===== src/rtl/core/msp_pkg.sv =====
// Shared types and constants for the multichannel servo PWM core.
// No dependencies; imported by every module of the block.
package msp_pkg;

    // Transaction modes
    localparam logic [1:0] MODE_TICK   = 2'd0;
    localparam logic [1:0] MODE_ADD    = 2'd1;
    localparam logic [1:0] MODE_CHANGE = 2'd2;
    localparam logic [1:0] MODE_QUERY  = 2'd3;

    // Configuration register indexes
    localparam logic [1:0] CFG_CYCLE_LENGTH  = 2'd0;
    localparam logic [1:0] CFG_MAX_THRESHOLD = 2'd1;
    localparam logic [1:0] CFG_MIN_THRESHOLD = 2'd2;

    // Reset values of the configuration registers
    localparam logic [15:0] RST_CYCLE_LENGTH  = 16'd20000;
    localparam logic [11:0] RST_MAX_THRESHOLD = 12'd3000;
    localparam logic [11:0] RST_MIN_THRESHOLD = 12'd0;

    // Channels visible on the level output
    localparam int LEVEL_BITS = 8;

    typedef struct packed {
        logic [1:0]  mode;
        logic [5:0]  pin;
        logic [11:0] threshold;
    } t_item;

    typedef struct packed {
        logic [7:0]  channel_levels;
        logic        ok;
        logic [11:0] read_threshold;
        logic [3:0]  channel_count;
        logic        cycle_start;
    } t_result;

    typedef struct packed {
        logic [1:0]  index;
        logic [15:0] value;
    } t_cfg_wr;

    typedef struct packed {
        logic [15:0] cycle_length;
        logic [11:0] max_threshold;
        logic [11:0] min_threshold;
    } t_cfg;

    // One channel table entry
    typedef struct packed {
        logic [5:0]  pin;
        logic [11:0] width;
    } t_entry;

endpackage


===== src/rtl/core/msp_stream_if.sv =====
// Valid/ready channel carrying one payload of a chosen type.
// No dependencies; the payload type is set where the channel is declared.
interface msp_stream_if #(parameter type T = logic);
    logic valid;
    logic ready;
    T     data;

    modport source (output valid, output data, input ready);
    modport sink   (input valid, input data, output ready);
endinterface


===== src/rtl/core/msp_chan_mem.sv =====
// Channel table: synchronous memory of pin and width entries, registered read.
// Depends on msp_pkg for the entry type.
module msp_chan_mem
    import msp_pkg::*;
#(
    parameter int DEPTH = 8,
    parameter int IW    = 3
) (
    input  logic          i_clk,
    input  logic          i_we,
    input  logic [IW-1:0] i_waddr,
    input  t_entry        i_wdata,
    input  logic          i_re,
    input  logic [IW-1:0] i_raddr,
    output t_entry        o_rdata
);

    t_entry r_mem [DEPTH];
    t_entry r_rdata;

    // Write port and registered read port
    always_ff @(posedge i_clk) begin
        if (i_we) begin
            r_mem[i_waddr] <= i_wdata;
        end
        if (i_re) begin
            r_rdata <= r_mem[i_raddr];
        end
    end

    assign o_rdata = r_rdata;

endmodule


===== src/rtl/core/msp_scan_ctrl.sv =====
// Sequencer: sweeps the channel table per transaction, applies add/change/query,
// advances the period counter and holds the result register.
// Depends on msp_pkg and msp_stream_if; drives the ports of msp_chan_mem.
module msp_scan_ctrl
    import msp_pkg::*;
#(
    parameter int NUM_CHANNELS = 8,
    parameter int IW           = 3,
    parameter int CW           = 4
) (
    input  logic          i_clk,
    input  logic          i_rst_n,
    input  t_cfg          i_cfg,
    msp_stream_if.sink    i_item,
    msp_stream_if.source  o_result,
    output logic          o_mem_re,
    output logic [IW-1:0] o_mem_raddr,
    output logic          o_mem_we,
    output logic [IW-1:0] o_mem_waddr,
    output t_entry        o_mem_wdata,
    input  t_entry        i_mem_rdata
);

    localparam logic [1:0] S_IDLE   = 2'd0;
    localparam logic [1:0] S_SCAN   = 2'd1;
    localparam logic [1:0] S_DRAIN  = 2'd2;
    localparam logic [1:0] S_FINISH = 2'd3;

    logic [1:0]    r_state, n_state;
    t_item         r_item;
    logic [IW-1:0] r_rd_idx;
    logic          r_rd_vld;
    logic [IW-1:0] r_rd_tag;
    logic          r_found;
    logic [IW-1:0] r_match_idx;
    logic [11:0]   r_match_w;
    logic [7:0]    r_levels;
    logic [CW-1:0] r_count;
    logic [15:0]   r_ctr;
    logic          r_out_vld;
    t_result       r_out;

    logic          accept;
    logic          scan_last;
    logic          finish_go;
    logic          add_ok, chg_ok;
    logic          new_lvl;
    logic [IW-1:0] upd_idx;
    logic [7:0]    fin_levels;
    logic [16:0]   ctr_inc;
    t_result       n_out;

    function automatic logic lvl_bit(input logic [15:0] ctr, input logic [11:0] w,
                                     input logic [11:0] max_thr);
        lvl_bit = (ctr < 16'(w)) && (ctr < 16'(max_thr));
    endfunction

    assign accept    = i_item.valid && i_item.ready;
    assign i_item.ready = (r_state == S_IDLE);
    assign scan_last = ((CW'(r_rd_idx) + CW'(1)) == r_count);
    assign finish_go = (r_state == S_FINISH) && (!r_out_vld || o_result.ready);

    // Sequence the table sweep
    always_comb begin
        n_state = r_state;
        unique case (r_state)
            S_IDLE:   if (accept) n_state = (r_count == '0) ? S_FINISH : S_SCAN;
            S_SCAN:   if (scan_last) n_state = S_DRAIN;
            S_DRAIN:  n_state = S_FINISH;
            S_FINISH: if (finish_go) n_state = S_IDLE;
            default:  n_state = S_IDLE;
        endcase
    end

    // Issue one table read per sweep cycle
    assign o_mem_re    = (r_state == S_SCAN);
    assign o_mem_raddr = r_rd_idx;

    // Work out the outcome of the held transaction
    assign ctr_inc = {1'b0, r_ctr} + 17'd1;
    assign add_ok  = (r_item.mode == MODE_ADD) && (r_count < CW'(NUM_CHANNELS));
    assign chg_ok  = (r_item.mode == MODE_CHANGE) && r_found
                     && (r_item.threshold >= i_cfg.min_threshold)
                     && (r_item.threshold <= i_cfg.max_threshold);
    assign upd_idx = add_ok ? IW'(r_count) : r_match_idx;
    assign new_lvl = lvl_bit(r_ctr, r_item.threshold, i_cfg.max_threshold);

    always_comb begin
        fin_levels = r_levels;
        if ((add_ok || chg_ok) && ((IW + 3)'(upd_idx) < (IW + 3)'(LEVEL_BITS))) begin
            fin_levels[3'(upd_idx)] = new_lvl;
        end

        n_out                = '0;
        n_out.channel_levels = fin_levels;
        n_out.channel_count  = 4'((CW + 4)'(r_count) + (CW + 4)'(add_ok));
        case (r_item.mode)
            MODE_TICK: begin
                n_out.ok          = 1'b1;
                n_out.cycle_start = (r_ctr == '0);
            end
            MODE_ADD:    n_out.ok = add_ok;
            MODE_CHANGE: n_out.ok = chg_ok;
            MODE_QUERY: begin
                n_out.ok             = r_found;
                n_out.read_threshold = r_found ? r_match_w : 12'd0;
            end
            default: n_out = n_out;
        endcase
    end

    // Write back the added or changed entry
    assign o_mem_we    = finish_go && (add_ok || chg_ok);
    assign o_mem_waddr = upd_idx;
    assign o_mem_wdata = '{pin: r_item.pin, width: r_item.threshold};

    // Control registers
    always_ff @(posedge i_clk) begin
        if (!i_rst_n) begin
            r_state   <= S_IDLE;
            r_rd_vld  <= 1'b0;
            r_count   <= '0;
            r_ctr     <= '0;
            r_out_vld <= 1'b0;
        end else begin
            r_state  <= n_state;
            r_rd_vld <= o_mem_re;
            if (finish_go) begin
                r_out_vld <= 1'b1;
                if (add_ok) begin
                    r_count <= r_count + CW'(1);
                end
                if (r_item.mode == MODE_TICK) begin
                    r_ctr <= (ctr_inc >= {1'b0, i_cfg.cycle_length}) ? 16'd0 : ctr_inc[15:0];
                end
            end else if (o_result.ready) begin
                r_out_vld <= 1'b0;
            end
        end
    end

    // Payload and sweep bookkeeping
    always_ff @(posedge i_clk) begin
        if (accept) begin
            r_item   <= i_item.data;
            r_rd_idx <= '0;
            r_found  <= 1'b0;
            r_levels <= '0;
        end else if (r_state == S_SCAN && !scan_last) begin
            r_rd_idx <= r_rd_idx + IW'(1);
        end
        r_rd_tag <= r_rd_idx;
        // Gather levels and the first pin match from returned entries
        if (r_rd_vld) begin
            if ((IW + 3)'(r_rd_tag) < (IW + 3)'(LEVEL_BITS)) begin
                r_levels[3'(r_rd_tag)] <= lvl_bit(r_ctr, i_mem_rdata.width,
                                                  i_cfg.max_threshold);
            end
            if (!r_found && (i_mem_rdata.pin == r_item.pin)) begin
                r_found     <= 1'b1;
                r_match_idx <= r_rd_tag;
                r_match_w   <= i_mem_rdata.width;
            end
        end
        if (finish_go) begin
            r_out <= n_out;
        end
    end

    assign o_result.valid = r_out_vld;
    assign o_result.data  = r_out;

`ifndef NO_ASSERTIONS
    a_we_in_finish: assert property (@(posedge i_clk) disable iff (!i_rst_n)
        o_mem_we |-> (r_state == S_FINISH))
        else $error("table written outside finish");
    a_rd_after_scan: assert property (@(posedge i_clk) disable iff (!i_rst_n)
        r_rd_vld |-> ($past(r_state) == S_SCAN))
        else $error("read data without a read");
    a_no_overwrite: assert property (@(posedge i_clk) disable iff (!i_rst_n)
        (r_out_vld && !o_result.ready) |-> !finish_go)
        else $error("pending result overwritten");
    a_count_add: assert property (@(posedge i_clk) disable iff (!i_rst_n)
        (finish_go && add_ok) |=> (r_count == $past(r_count) + CW'(1)))
        else $error("channel count not advanced on add");
    a_count_cap: assert property (@(posedge i_clk) disable iff (!i_rst_n)
        r_count <= CW'(NUM_CHANNELS))
        else $error("channel count beyond capacity");
`endif

endmodule


===== src/rtl/core/multichannel_servo_pwm_core.sv =====
// Multichannel servo PWM core: configuration registers, sequencer and channel table.
// One transaction at a time: after acceptance the sweep reads one table entry per
// cycle through one port in the scan state, then the drain and finish states follow;
// with no defined channels the finish state follows acceptance directly. The result
// is registered in the finish step; a result still held at the output stalls it.
// Reset (synchronous, active low) clears the channel count, period counter and
// control state and restores the configuration defaults; table contents persist.
module multichannel_servo_pwm_core
    import msp_pkg::*;
#(
    parameter int NUM_CHANNELS = 8
) (
    input  logic         i_clk,
    input  logic         i_rst_n,
    msp_stream_if.sink   i_item,
    msp_stream_if.source o_result,
    msp_stream_if.sink   i_cfg
);

    localparam int IW = (NUM_CHANNELS > 1) ? $clog2(NUM_CHANNELS) : 1;
    localparam int CW = $clog2(NUM_CHANNELS + 1);

    t_cfg          r_cfg;
    t_cfg_wr       cfg_wr;
    logic          mem_re, mem_we;
    logic [IW-1:0] mem_raddr, mem_waddr;
    t_entry        mem_wdata, mem_rdata;

    assign cfg_wr      = i_cfg.data;
    assign i_cfg.ready = 1'b1;

    // Decode configuration writes; drop unknown indexes
    always_ff @(posedge i_clk) begin
        if (!i_rst_n) begin
            r_cfg.cycle_length  <= RST_CYCLE_LENGTH;
            r_cfg.max_threshold <= RST_MAX_THRESHOLD;
            r_cfg.min_threshold <= RST_MIN_THRESHOLD;
        end else if (i_cfg.valid) begin
            unique case (cfg_wr.index)
                CFG_CYCLE_LENGTH:  r_cfg.cycle_length  <= cfg_wr.value;
                CFG_MAX_THRESHOLD: r_cfg.max_threshold <= cfg_wr.value[11:0];
                CFG_MIN_THRESHOLD: r_cfg.min_threshold <= cfg_wr.value[11:0];
                default: r_cfg <= r_cfg;
            endcase
        end
    end

    msp_scan_ctrl #(
        .NUM_CHANNELS(NUM_CHANNELS),
        .IW          (IW),
        .CW          (CW)
    ) u_ctrl (
        .i_clk      (i_clk),
        .i_rst_n    (i_rst_n),
        .i_cfg      (r_cfg),
        .i_item     (i_item),
        .o_result   (o_result),
        .o_mem_re   (mem_re),
        .o_mem_raddr(mem_raddr),
        .o_mem_we   (mem_we),
        .o_mem_waddr(mem_waddr),
        .o_mem_wdata(mem_wdata),
        .i_mem_rdata(mem_rdata)
    );

    msp_chan_mem #(
        .DEPTH(NUM_CHANNELS),
        .IW   (IW)
    ) u_mem (
        .i_clk  (i_clk),
        .i_we   (mem_we),
        .i_waddr(mem_waddr),
        .i_wdata(mem_wdata),
        .i_re   (mem_re),
        .i_raddr(mem_raddr),
        .o_rdata(mem_rdata)
    );

endmodule


===== src/flat_wrapper.sv =====
// flat-port wrapper written by rule: the top's interface ports become plain ports
module multichannel_servo_pwm_core_flat import msp_pkg::*;
#(
    parameter int NUM_CHANNELS = 8
)
  (i_clk, i_rst_n, i_item_valid, i_item_data, i_item_ready, o_result_valid, o_result_data, o_result_ready, i_cfg_valid, i_cfg_data, i_cfg_ready);
  msp_stream_if #(.T(t_item)) i_item_i ();
  msp_stream_if #(.T(t_result)) o_result_i ();
  msp_stream_if #(.T(t_cfg_wr)) i_cfg_i ();
  input  logic i_clk;
  input  logic i_rst_n;
  input wire logic [$bits(i_item_i.valid)-1:0] i_item_valid;
  input wire logic [$bits(i_item_i.data)-1:0] i_item_data;
  output wire logic [$bits(i_item_i.ready)-1:0] i_item_ready;
  output wire logic [$bits(o_result_i.valid)-1:0] o_result_valid;
  output wire logic [$bits(o_result_i.data)-1:0] o_result_data;
  input wire logic [$bits(o_result_i.ready)-1:0] o_result_ready;
  input wire logic [$bits(i_cfg_i.valid)-1:0] i_cfg_valid;
  input wire logic [$bits(i_cfg_i.data)-1:0] i_cfg_data;
  output wire logic [$bits(i_cfg_i.ready)-1:0] i_cfg_ready;
  assign i_item_i.valid = i_item_valid;
  assign i_item_i.data = i_item_data;
  assign i_item_ready = i_item_i.ready;
  assign o_result_valid = o_result_i.valid;
  assign o_result_data = o_result_i.data;
  assign o_result_i.ready = o_result_ready;
  assign i_cfg_i.valid = i_cfg_valid;
  assign i_cfg_i.data = i_cfg_data;
  assign i_cfg_ready = i_cfg_i.ready;
  multichannel_servo_pwm_core #(.NUM_CHANNELS(NUM_CHANNELS)) u_core (.i_clk(i_clk), .i_rst_n(i_rst_n), .i_item(i_item_i), .o_result(o_result_i), .i_cfg(i_cfg_i));
endmodule

===== config.mk =====
export PLATFORM = sky130hd
export DESIGN_NAME = multichannel_servo_pwm_core_flat
export DESIGN_NICKNAME = d
export VERILOG_FILES = /design/src/rtl/core/msp_pkg.sv /design/src/rtl/core/msp_stream_if.sv /design/src/rtl/core/msp_chan_mem.sv /design/src/rtl/core/msp_scan_ctrl.sv /design/src/rtl/core/multichannel_servo_pwm_core.sv /design/src/flat_wrapper.sv
export SDC_FILE = /design/constraint.sdc
export NUM_CORES = 1
export LEC_CHECK = 0
export ABC_AREA = 1
export BUFFER_PORTS_ARGS = -buffer_cell sky130_fd_sc_hd__buf_2
export CORE_UTILIZATION = 60
export DETAILED_ROUTE_END_ITERATION = 10
export HOLD_SLACK_MARGIN = 0.02
export PLACE_DENSITY = 0.78
export SYNTH_ARGS = -nofsm -noshare
export SYNTH_HDL_FRONTEND = slang
export SYNTH_SLANG_ARGS = --single-unit

===== constraint.sdc =====
create_clock -name i_clk -period 6.7 [get_ports i_clk]
set_clock_uncertainty 0.05 [all_clocks]
set_input_delay 0.67 -clock i_clk [delete_from_list [all_inputs] [get_ports i_clk]]
set_output_delay 0.67 -clock i_clk [all_outputs]
set_load 0.02 [all_outputs]

==> flow_summary.toml <==
[status]
status = "finished, final reports clean"

[power]
switching_share = 0.300
pwr-share-seq = 0.459
p_leak_uw = 0.00632
power.density_nw_per_um2 = 338
internal_power_uw = 3630
vdd_drop_max_v = 0.000234
share_comb_of_total_power = 0.202
switchingPower_uw = 1560
p_clk_frac = 0.339

[grt]
grt_max_degree = 79
grt_pass1_vias = 9085
antenna_found_initial = 1
grt_util_all_layers = 0.268
grt-ovfl-total = 0
grt_pass1_wl_um = 48500

[synthesis]
async_reset_ff_frac = 0
synth_cells = 1357
synth_nets = 1484
seq_area_frac_synth = 0.604
netlist_area_um2 = 13700
syn_avg_cell_area_um2 = 10.1
synth_flop_cell = "edfxtp_1"
synth_warnings = 0
ys_seq_elements = 302
synth_edf_count = 223
synth_cell_types = 43

[setup_path]
reg2reg_depth = 12
path_max_fanout = 16
cp.arrival_ns = 3.78
cp-start-kind = "register"
crit_type = "reg -> reg"
critPathRequiredTime_ns = 6.89
worst_setup_path_end_kind = "register"

[placement]
gp_congestion = 0.943
hpwl_um = 20200
port_buffers = 70
post-place-ws_ns = 3.12

[worst_hold_path]
hp-class = "in -> reg"
whs_path_depth = 1

[layout]
mostFrequentLayoutCells = "edfxtp_1 (223), nor2_1 (208), nand2_1 (196)"
layout_commonest_cell = "edfxtp_1"
n_antenna_cell = 0
nets = 1550
drive_gt1_frac = 0.104
area_growth_pct = 12.0

[sta]
rsz0062_at_grt = "false"
worst_pin_slew_ns = 1.17
hold_violations = 0
slew_violations = 0
finalWorstSetupSlack_ns = 3.11
setup_violations = 0
fin_crit_ns = 3.59
setup_tns_ns = 0
fmax_mhz = 278
slew_headroom = 0.222
min_period_over_period = 0.536

[job]
drv_cap = 0

[drt]
drc = 0
dr.pass1.iters = 7
viasPerCell = 5.71
drt_iter0_markers = 970
routed_wl_um = 31100
wl_per_cell_um = 18.0
postRouteAntennaNets = 0
vias = 9856

[cts]
htreeDepth = 1
cts_buffers = 30
cts-root-buf = "clkbuf_16"
insertion_delay_ns = 0.55
cts_tree = "built"
postCtsResizedCells = 0
postCtsHoldBufs = 0
clk_pin_slew_ns = 0.06
clock_path_buffers = 3
post_cts_buffers = 0
clock_sinks = 302

[floorplan]
dieWidth_um = 153
die_h_um = 153
start_util = 0.621
rows = 54
core_area_um2 = 22100
fp.dieArea_um2 = 23500
io_pins = 72
[worst max-delay path, cell delays in order (launching register included)]
cell and delay, ns:
edfxtp_1 0.57, ha_1 0.37, nand2_1 0.07, inv_1 0.06, nand2_1 0.07, nor2_1 0.15
nand4_1 0.09, nand2_1 0.08, nand3_1 0.17, nand2_1 0.43, nand2_1 0.14, nor2_1 0.68
buf_4 0.36
[state kept, by name, indices dropped and copies added, names as in the netlist]
signal,flops
u_core.u_ctrl.o_result.data,26
u_core.u_ctrl.o_result.valid,1
u_core.u_ctrl.r_count,4
u_core.u_ctrl.r_state,2
u_core.u_ctrl.o_mem_wdata,18
u_core.u_ctrl.r_found,1
u_core.u_ctrl.r_match_idx,3
u_core.u_ctrl.r_item,2
u_core.u_mem.r_mem,144
u_core.u_mem.o_rdata,18
u_core.u_ctrl.r_match_w,12
u_core.u_ctrl.o_mem_raddr,3
u_core.u_ctrl.r_rd_tag,3
u_core.r_cfg,40
u_core.u_ctrl.r_rd_vld,1
u_core.u_ctrl.r_ctr,16
u_core.u_ctrl.r_levels,8
[cell type report]
| cell class | instances | area [um^2] |
|---|---|---|
| inverters | 154 | 578 |
| repair buffers | 81 | 433 |
| clock inverters | 16 | 175 |
| clock buffers | 39 | 877 |
| flip-flops and latches | 302 | 8280 |
| well taps | 280 | 350 |
| multi-input cells | 854 | 4670 |
| fillers | 1588 | 6730 |
[kinds of logic after synthesis]
logic type,share of synthesized area
AND/OR/NAND/NOR,0.150
flip-flops,0.604
AO/OA/AOI/OAI,0.100
buffers and inverters,0.0566
adder cells (fa/ha/maj),0.0766
XOR/XNOR,0.0128
other,0.000273
[cell usage after synthesis (all sizes together) (2+ instances only)]
library cell / number / area [um^2]
inv: 152 / 571
buf: 5 / 38.8
a21oi: 77 / 385
nor2: 216 / 826
a31oi: 18 / 113
or4: 2 / 15.0
dfxtp: 79 / 1580
xor2: 15 / 131
o211ai: 17 / 128
xnor2: 5 / 43.8
clkinv: 2 / 7.51
o2111ai: 2 / 17.5
nand2: 198 / 753
nand3b: 5 / 37.5
clkbuf: 42 / 159
o22ai: 19 / 119
ha: 84 / 1050
nor3: 14 / 91.3
o21ai: 116 / 584
edfxtp: 223 / 6700
or2: 4 / 25.0
nand4: 12 / 75.1
nand3: 44 / 225
[final timing paths]
| path | startpoint | end | slack (ns) |
|---|---|---|---|
| max | u_core.u_ctrl.o_mem_wdata[10] | u_core.u_mem.r_mem[2][0] | 3.11 |
| min | i_item_data[15] | u_core.u_ctrl.o_mem_wdata[15] | 0.24 |
| max reg2reg | u_core.u_ctrl.o_mem_wdata[10] | u_core.u_mem.r_mem[2][0] | 3.11 |
| min reg2reg | u_core.u_mem.o_rdata[1] | u_core.u_ctrl.r_match_w[1] | 0.41 |
[per-layer routing]
| layer | vias to the layer above | global-route usage | part of all wire |
|---|---|---|---|
| li1 | 4767 | - | - |
| met4 | 2 | 0.0899 | 0.030 |
| met2 | 434 | 0.442 | 0.47 |
| met5 | - | 0 | 0.00026 |
| met1 | 4576 | 0.371 | 0.43 |
| met3 | 77 | 0.0320 | 0.076 |
[power by group through the flow]
stage | registers, uW | logic [uW] | clock network, uW
final | 2380 | 1050 | 1760
after global routing | 2400 | 1170 | 1840
after global placement | 2410 | 996 | 0
after floorplan | 2390 | 716 | 0
after CTS | 2380 | 1040 | 1770
after detailed placement | 2420 | 1030 | 0
[stage by stage]
step,utilization,total power [uW],instance area [um^2],std cells,hold slack [ns]
2_1_floorplan,-,3100,13700,1357,0.280
3_3_place_gp,0.648,3410,14300,1671,0.385
3_5_place_dp,0.648,3450,14300,1671,0.385
4_1_cts,0.695,5190,15400,1726,0.224
5_1_grt,0.695,5410,15400,1726,0.229
6_report,0.695,5190,15400,1726,0.237
No activity file was read; power rests on OpenSTA's default activity.
